$ cat config.mk
export PLATFORM = sky130hd
export DESIGN_NAME = fmrq_ctrl
export DESIGN_NICKNAME = d
export VERILOG_FILES = /design/src/hdl/fmrq_pkg.sv /design/src/hdl/fmrq_ctrl.sv
export SDC_FILE = /design/constraint.sdc
export NUM_CORES = 1
export LEC_CHECK = 0
export ABC_AREA = 1
export BUFFER_PORTS_ARGS = -buffer_cell sky130_fd_sc_hd__buf_4
export CELL_PAD_IN_SITES_DETAIL_PLACEMENT = 1
export CELL_PAD_IN_SITES_GLOBAL_PLACEMENT = 1
export CORE_AREA = 5 5 53 55
export DETAILED_ROUTE_END_ITERATION = 16
export DIE_AREA = 0 0 58 60
export PLACE_DENSITY = 0.68
export SLEW_MARGIN = 20
export SYNTH_ARGS = -nofsm -noshare
export SYNTH_HDL_FRONTEND = slang
export SYNTH_SLANG_ARGS = --single-unit
$ cat constraint.sdc
create_clock -name aclk -period 1.6 [get_ports aclk]
set_input_delay 0.32 -clock aclk [delete_from_list [all_inputs] [get_ports aclk]]
set_output_delay 0.32 -clock aclk [all_outputs]
set_load 0.05 [all_outputs]
$ cat src/hdl/fmrq_pkg.sv
package fmrq_pkg;

    localparam int RING_BYTES = 4096;
    localparam int HDR_BYTES  = 27;
    localparam int MIN_RING   = 32;

    typedef enum logic [1:0] {
        CMD_ENQ  = 2'd0,
        CMD_PUSH = 2'd1,
        CMD_DEQ  = 2'd2,
        CMD_POP  = 2'd3
    } cmd_code_t;

    typedef enum logic [2:0] {
        STS_OK    = 3'd0,
        STS_FULL  = 3'd1,
        STS_EMPTY = 3'd2,
        STS_LONG  = 3'd3,
        STS_SEQ   = 3'd4
    } status_t;

    typedef enum logic [1:0] {
        REG_RING_SIZE = 2'd0,
        REG_TIMEOUT   = 2'd1,
        REG_MAX_LEN   = 2'd2
    } reg_index_t;

    typedef enum logic [3:0] {
        ST_IDLE,
        ST_ENQ,
        ST_HWR,
        ST_DQ,
        ST_HRD,
        ST_HCAP,
        ST_CHECK,
        ST_POP1,
        ST_FIN
    } state_t;

    typedef enum logic [2:0] {
        FIN_ENQ,
        FIN_PUSH,
        FIN_DEQ,
        FIN_POP,
        FIN_SEQ,
        FIN_FULL,
        FIN_EMPTY,
        FIN_BAD
    } fin_t;

    typedef struct packed {
        logic take;
        logic hwr;
        logic hrd_start;
        logic hrd;
        logic skip;
        logic fin_go;
        fin_t fin;
    } fmrq_cmd_t;

    typedef struct packed {
        logic refuse;
        logic enq_open;
        logic deq_open;
        logic empty;
        logic hdr_last;
        logic bad;
        logic stale;
        logic out_free;
    } fmrq_stat_t;

endpackage

$ cat src/hdl/fmrq_ctrl.sv
module fmrq_ctrl (
    input  logic                aclk,
    input  logic                aresetn,
    input  logic                s_valid,
    input  logic [1:0]          s_command,
    output logic                s_ready,
    input  fmrq_pkg::fmrq_stat_t stat,
    output fmrq_pkg::fmrq_cmd_t  cmd
);

    fmrq_pkg::state_t state_reg, state_next;
    fmrq_pkg::fin_t   fin_reg, fin_next;

    always_ff @(posedge aclk) begin
        if (!aresetn) begin
            state_reg <= fmrq_pkg::ST_IDLE;
            fin_reg   <= fmrq_pkg::FIN_SEQ;
        end else begin
            state_reg <= state_next;
            fin_reg   <= fin_next;
        end
    end

    always_comb begin
        state_next    = state_reg;
        fin_next      = fin_reg;
        cmd           = '0;
        cmd.fin       = fin_reg;
        s_ready       = (state_reg == fmrq_pkg::ST_IDLE);
        case (state_reg)
            fmrq_pkg::ST_IDLE: begin
                if (s_valid) begin
                    cmd.take = 1'b1;
                    case (fmrq_pkg::cmd_code_t'(s_command))
                        fmrq_pkg::CMD_ENQ: state_next = fmrq_pkg::ST_ENQ;
                        fmrq_pkg::CMD_PUSH: begin
                            fin_next   = stat.enq_open ? fmrq_pkg::FIN_PUSH
                                                       : fmrq_pkg::FIN_SEQ;
                            state_next = fmrq_pkg::ST_FIN;
                        end
                        fmrq_pkg::CMD_DEQ: state_next = fmrq_pkg::ST_DQ;
                        default: begin
                            if (stat.deq_open) begin
                                fin_next   = fmrq_pkg::FIN_POP;
                                state_next = fmrq_pkg::ST_POP1;
                            end else begin
                                fin_next   = fmrq_pkg::FIN_SEQ;
                                state_next = fmrq_pkg::ST_FIN;
                            end
                        end
                    endcase
                end
            end
            fmrq_pkg::ST_ENQ: begin
                if (stat.refuse) begin
                    fin_next   = fmrq_pkg::FIN_FULL;
                    state_next = fmrq_pkg::ST_FIN;
                end else begin
                    state_next = fmrq_pkg::ST_HWR;
                end
            end
            fmrq_pkg::ST_HWR: begin
                cmd.hwr = 1'b1;
                if (stat.hdr_last) begin
                    fin_next   = fmrq_pkg::FIN_ENQ;
                    state_next = fmrq_pkg::ST_FIN;
                end
            end
            fmrq_pkg::ST_DQ: begin
                if (stat.empty) begin
                    fin_next   = fmrq_pkg::FIN_EMPTY;
                    state_next = fmrq_pkg::ST_FIN;
                end else begin
                    cmd.hrd_start = 1'b1;
                    state_next    = fmrq_pkg::ST_HRD;
                end
            end
            fmrq_pkg::ST_HRD: begin
                cmd.hrd = 1'b1;
                if (stat.hdr_last) state_next = fmrq_pkg::ST_HCAP;
            end
            fmrq_pkg::ST_HCAP: state_next = fmrq_pkg::ST_CHECK;
            fmrq_pkg::ST_CHECK: begin
                if (stat.bad) begin
                    fin_next   = fmrq_pkg::FIN_BAD;
                    state_next = fmrq_pkg::ST_FIN;
                end else if (stat.stale) begin
                    cmd.skip   = 1'b1;
                    state_next = fmrq_pkg::ST_DQ;
                end else begin
                    fin_next   = fmrq_pkg::FIN_DEQ;
                    state_next = fmrq_pkg::ST_FIN;
                end
            end
            fmrq_pkg::ST_POP1: state_next = fmrq_pkg::ST_FIN;
            fmrq_pkg::ST_FIN: begin
                if (stat.out_free) begin
                    cmd.fin_go = 1'b1;
                    state_next = fmrq_pkg::ST_IDLE;
                end
            end
            default: state_next = fmrq_pkg::ST_IDLE;
        endcase
    end

endmodule

# Yosys cells after proc, flatten, opt, wreduce, memory -nomap -nowiden
# Cells that the tools add are included.
[classes]
mux = 32
n_eq_ne = 18
reduce_logical = 6
[op_table]
columns = ["operator", "count"]
rows = [
  ["2-to-1 mux 4 bit", 9],
  ["one-hot mux 4 bit (9 select lines)", 1],
  ["2-to-1 mux 3 bit", 8],
  ["== test 4 x 3 -> 1 bit, second input constant", 4],
  ["one-hot mux 3 bit (5 select lines)", 1],
  ["!= test 2 bit, second input constant", 7],
  ["one-hot mux 4 bit (3 select lines)", 1],
  ["2-to-1 mux 1 bit", 11],
  ["== test 4 x 2 -> 1 bit, second input constant", 2],
  ["AND reduction 7 bit", 1],
  ["one-hot mux 3 bit (2 select lines)", 1],
  ["nonzero test 5 bit", 1],
  ["== test 4 x 1 -> 1 bit, second input constant", 1],
  ["== test 4 bit, second input constant", 1],
  ["zero test 4 bit", 1],
  ["AND reduction 4 bit", 1],
  ["!= test 3 bit, second input constant", 1],
  ["== test 2 x 1 -> 1 bit, second input constant", 1],
  ["== test 2 bit, second input constant", 1],
  ["zero test 2 bit", 1],
  ["OR reduction 2 bit", 1],
]
[totals]
in_bits = 13
elab_cells = 58
regBits = 7
output_inout_bits = 10

# Logic depth before layout (Yosys ltp)
# Gate-level depths: netlist of the first run.
[logic_depth]
depth_word = 5
ltp_mapped = 9
depth_no_buf = 9

# Worst setup path after synthesis of the first run
# Ideal clock, no wire load.
[synth_path]
path_type = "register to output"
startpoint = "reg state_reg[3]"
endpoint = "out cmd[3] in the netlist's numbering"
setup_slack_ns = -0.702
n_path_buf = 0
required_time_ns = 1.280
path_stages_with_launch = 3
arrival_time_ns = 1.982
path_cell_list = "dfxtp_1 > inv_1 > nor4_1"
[synth_lines]
columns = ["item", "line", "text"]
rows = [
  ["from (decl)", "fmrq_ctrl.sv:11", "fmrq_pkg::state_t state_reg, state_next;"],
  ["from (signal assigned)", "fmrq_ctrl.sv:16", "state_reg <= fmrq_pkg::ST_IDLE;"],
  ["from (signal assigned)", "fmrq_ctrl.sv:19", "state_reg <= state_next;"],
  ["to (decl)", "fmrq_ctrl.sv:8", "output fmrq_pkg::fmrq_cmd_t cmd"],
]

==> results of run 1 <==
==> worst max-delay path, cell delays in order, from the launching register on <==
cell and delay (ps):
dfxtp_2 400, inv_1 100, nor4_2 260, buf_4 240
==> routing by layer <==
metal  global-route usage, %  wire length, µm  vias up
met5                       0                0        -
met4                    2.98                0        0
met3                    2.81               55        0
met2                    23.7             1130       11
met1                    17.0             1020      374
li1                        -                -      440
==> path summary, 6_finish.rpt <==
kind                                   end  depth (start not counted)
worst max register to register  fin_reg[1]                          8
worst max-delay path                cmd[3]                          3
worst min register to register  fin_reg[2]                          2
worst min-delay path            fin_reg[2]                          2
==> layout make-up <==
cell class / instances / area share, %
clock buffer: 4 / 2.73
inverter: 20 / 7.81
multi-input combinational: 91 / 46.2
sequential: 7 / 15.1
tap: 30 / 3.91
timing repair buffer: 29 / 24.2
==> cell families after synthesis <==
| family | after synthesis | share of synthesized area (%) |
|---|---|---|
| buf+inv | 21 | 13.4 |
| simple gates | 78 | 54.8 |
| flops | 7 | 21.7 |
| compound gates | 13 | 10.1 |
==> cells in the mapped netlist <==
library cell	instances
buf_6	1
nor3_1	1
o21ai_0	3
dfxtp_1	7
nand3b_1	1
o21ai_1	3
a21oi_1	7
nand3_1	13
inv_1	18
nor2_2	6
nor4_1	1
and3_1	1
nand2_2	1
nor2_1	15
nor2_4	1
nand3_2	1
nand4_1	1
nand2_1	36
inv_2	2
==> power by group <==
group | total, mW | switching (mW) | internal (mW)
sequential | 0.326 | 0.0773 | 0.248
clock | 0.154 | 0.0593 | 0.0948
combinational | 1.48 | 0.961 | 0.522
total | 1.96 | 1.10 | 0.866
==> what timing repair did <==
action,in CTS,in global routing
setup endpoints to repair,6,6
setup buffers,0,3
gates resized for setup,6,6
pin swaps,0,2
==> results.json, run 1 <==
{
  "outcome": "finished clean",
  "syn_avg_cell_area_um2": 5.41,
  "whs_ps": 320,
  "fin_ws_ps": 33.9,
  "hp-class": "in2reg",
  "synth_cell_type_count": 19,
  "place_area_um2": 877,
  "r2r_slack_ps": 220,
  "initial_utilization_pct": 27.5,
  "die_w_um": 58,
  "tritoncts": "built",
  "synth_nets": 132,
  "min_period_ps": 1570,
  "cts.path.max_buffers": 2,
  "peakVddDrop_mv": 0.921,
  "cts_root_buf": "clkbuf_4",
  "cts_hold_buf": 0,
  "place_ws_ps": 195,
  "synth-seq-cells": 7,
  "final_common_cell": "nand2_1",
  "nNetsFinal": 165,
  "wl_per_cell_um": 12.2,
  "fillCellCount": 345,
  "largest_reg_flops": 4,
  "drtIter0Drc": 14,
  "hold_viol": 0,
  "portBuffers": 22,
  "fin_area_um2": 961,
  "final-instance-count-excl-fill": 181,
  "gr-total-overflow": 0,
  "multiInputGateArea_um2": 444,
  "tns_ps": 0,
  "max_clock_freq_ghz": 0.639,
  "p_leak_nw": 0.563,
  "synth_top_area_share_pct": 21.7,
  "synth.largest_area_cell": "dfxtp_1",
  "clkSinkCount": 7,
  "hp-start": "aresetn",
  "io_pins": 23,
  "critPathRequiredTime_ps": 1280,
  "fin_util_pct": 41.0,
  "synth_area_um2": 644,
  "clk_pin_slew_ps": 50,
  "power_per_cell_area_mw_per_mm2": 2040,
  "fin_skew_ps": 0.619,
  "syn_inst": 119,
  "cts_made_buffers": 3,
  "rsz0062_at_grt": "true",
  "htreeDepth": 1,
  "diodes": 0,
  "tightest_slew_ps": 238,
  "firstDrtPassIters": 5,
  "via_per_inst": 4.56,
  "drc": 0,
  "grt_max_degree": 7,
  "worst-path-max-fanout": 4,
  "ys_seq_area_share_pct": 21.7,
  "wl_um": 2200,
  "grt_pass1_wl_um": 3660,
  "place.gp.congestion": 0.826,
  "fin_total_pwr_mw": 1.96,
  "layout.cells.most_common_list": "nand2_1, buf_4, inv_1",
  "seq_area_um2": 145,
  "ant_nets": 0,
  "drive_gt1_share_pct": 34.4,
  "placementRows": 18,
  "dpl.cell_count": 174,
  "startpoint": "state_reg[3]",
  "groute.usage.overall_pct": 13.5,
  "core_area_mm2": 0.00234,
  "endpoint_kind": "output port",
  "r2r_start": "state_reg[3]",
  "yosys-top-cells-area": "dfxtp_1, nand2_1, inv_1",
  "path_class": "reg2out",
  "synth_warnings": 0,
  "startpoint_type": "flip-flop",
  "setup_viol": 0,
  "grt_pass1_vias": 858,
  "arrival_ps": 1250,
  "die-area_mm2": 0.00348,
  "syn_to_final_growth_pct": 49.1,
  "slew_viol_final": 0,
  "clk-insertion-delay-late_ps": 240,
  "antenna_found_initial": 0,
  "die_y_um": 60,
  "timing.slew.headroom_pct": 84.1,
  "vias": 825,
  "cap_viol_max_count": 0,
  "hpwl_um": 1820,
  "min_period_over_period_pct": 97.9
}
(Power assumes the default switching activity.)
==> inputs of run 2 (changes only) <==
Settings changed: MAX_ROUTING_LAYER from default to met4.
==> run 2 against run 1 <==
Non-clock buffer count unchanged. Critical path depth up 2. Via count up 0.24%. Die area stayed put. Design area unchanged. Count of clock-buffer cells in the layout stayed put. First-iteration DRC count fell by 7.1%. Cell count did not move.
==> results.json, run 2 (synthesized netlist as in run 1, its figures left out) <==
{
  "outcome": "finished clean",
  "clk-insertion-delay-late_ps": 240,
  "grt_use_met1_pct": 17.0,
  "place.gp.congestion": 0.838,
  "fin_skew_ps": 0.449,
  "fin_util_pct": 41.0,
  "grt_max_degree": 7,
  "io_pins": 23,
  "placementRows": 18,
  "clkSinkCount": 7,
  "use_met3_pct": 2.81,
  "hold_viol": 0,
  "fin_ws_ps": 37.9,
  "whs_ps": 320,
  "cap_viol_max_count": 0,
  "nNetsFinal": 165,
  "vias": 827,
  "setup_viol": 0,
  "tns_ps": 0,
  "timing.slew.headroom_pct": 83.6,
  "clk_pin_slew_ps": 50,
  "peakVddDrop_mv": 0.921,
  "final-instance-count-excl-fill": 181,
  "portBuffers": 22,
  "critPathRequiredTime_ps": 1280,
  "initial_utilization_pct": 27.5,
  "arrival_ps": 1240,
  "gr-total-overflow": 0,
  "path_class": "reg2out",
  "hpwl_um": 1820,
  "worst-path-max-fanout": 6,
  "drive_gt1_share_pct": 34.4,
  "largest_reg_flops": 4,
  "layout.cells.most_common_list": "nand2_1, buf_4, inv_1",
  "dpl.cell_count": 174,
  "min_period_over_period_pct": 97.6,
  "diodes": 0,
  "cts_hold_buf": 0,
  "die_y_um": 60,
  "p_leak_nw": 0.563,
  "drtIter0Drc": 13,
  "grt_pass1_wl_um": 3660,
  "grtUsageMet2_pct": 23.7,
  "slew_viol_final": 0,
  "core_area_mm2": 0.00234,
  "die_w_um": 58,
  "cts_root_buf": "clkbuf_4",
  "busiest_layer": "met2",
  "groute.usage.overall_pct": 13.9,
  "place_ws_ps": 195,
  "min_period_ps": 1560,
  "endpoint_kind": "output port",
  "grt_pass1_vias": 858,
  "wl_per_cell_um": 12.1,
  "tritoncts": "built",
  "final_common_cell": "nand2_1",
  "rsz0062_at_grt": "true",
  "max_clock_freq_ghz": 0.640,
  "hp-class": "in2reg",
  "syn_to_final_growth_pct": 49.1,
  "cts_made_buffers": 3,
  "power_per_cell_area_mw_per_mm2": 2040,
  "htreeDepth": 1,
  "via_per_inst": 4.57,
  "firstDrtPassIters": 4,
  "wl_um": 2190,
  "cts.path.max_buffers": 2,
  "tightest_slew_ps": 245,
  "startpoint_type": "flip-flop",
  "ant_nets": 0,
  "die-area_mm2": 0.00348,
  "antenna_found_initial": 0,
  "drc": 0
}
run 2: cell counts in the layout (fill, tap and decap cells not counted):
Identical to the previous run, type by type.
run 2: layer usage:
layer | part of all wire (%) | routed length (µm)
met5 | 0 | 0
met4 | 0 | 0
met3 | 2.5 | 55
met2 | 51 | 1130
met1 | 46 | 1000
run 2: stage by stage:
| step | area [µm²] | power [mW] |
|---|---|---|
| floorplan | 656 | 1.30 |
| global placement | 877 | 1.67 |
| global route | 961 | 2.13 |
| detailed placement | 877 | 1.68 |
| CTS | 918 | 1.87 |
| finish | 961 | 1.96 |
run 2: layout make-up:
class	instances	area, µm²
Multi-Input combinational cell	91	444
Clock buffer	4	26.3
Tap cell	30	37.5
Sequential cell	7	145
Fill cell	345	1380
Inverter	20	75.1
Timing Repair Buffer	29	233
run 2: repair_timing:
item	in CTS	in global routing
setup endpoints to repair	6	6
setup buffers	0	3
gates resized for setup	6	6
pin swaps	0	2
run 2: worst paths after layout:
kind | start | to | slack [ps] | cells after the start
worst max-delay path | state_reg[3] | cmd[7] | 40 | 5
worst min-delay path | aresetn | fin_reg[2] | 320 | 2
worst max register to register | state_reg[3] | fin_reg[1] | 210 | 8
worst min register to register | fin_reg[2] | fin_reg[2] | 470 | 2
run 2: report_power, final:
group / internal, mW / switching, mW
clock: 0.0948 / 0.0593
sequential: 0.248 / 0.0764
combinational: 0.522 / 0.960
total: 0.865 / 1.10
run 2: worst max-delay path: stages (launching register included):
cell	delay, ps
dfxtp_2	360
nor2_4	200
buf_6	140
nand2_1	70
inv_1	80
buf_6	150
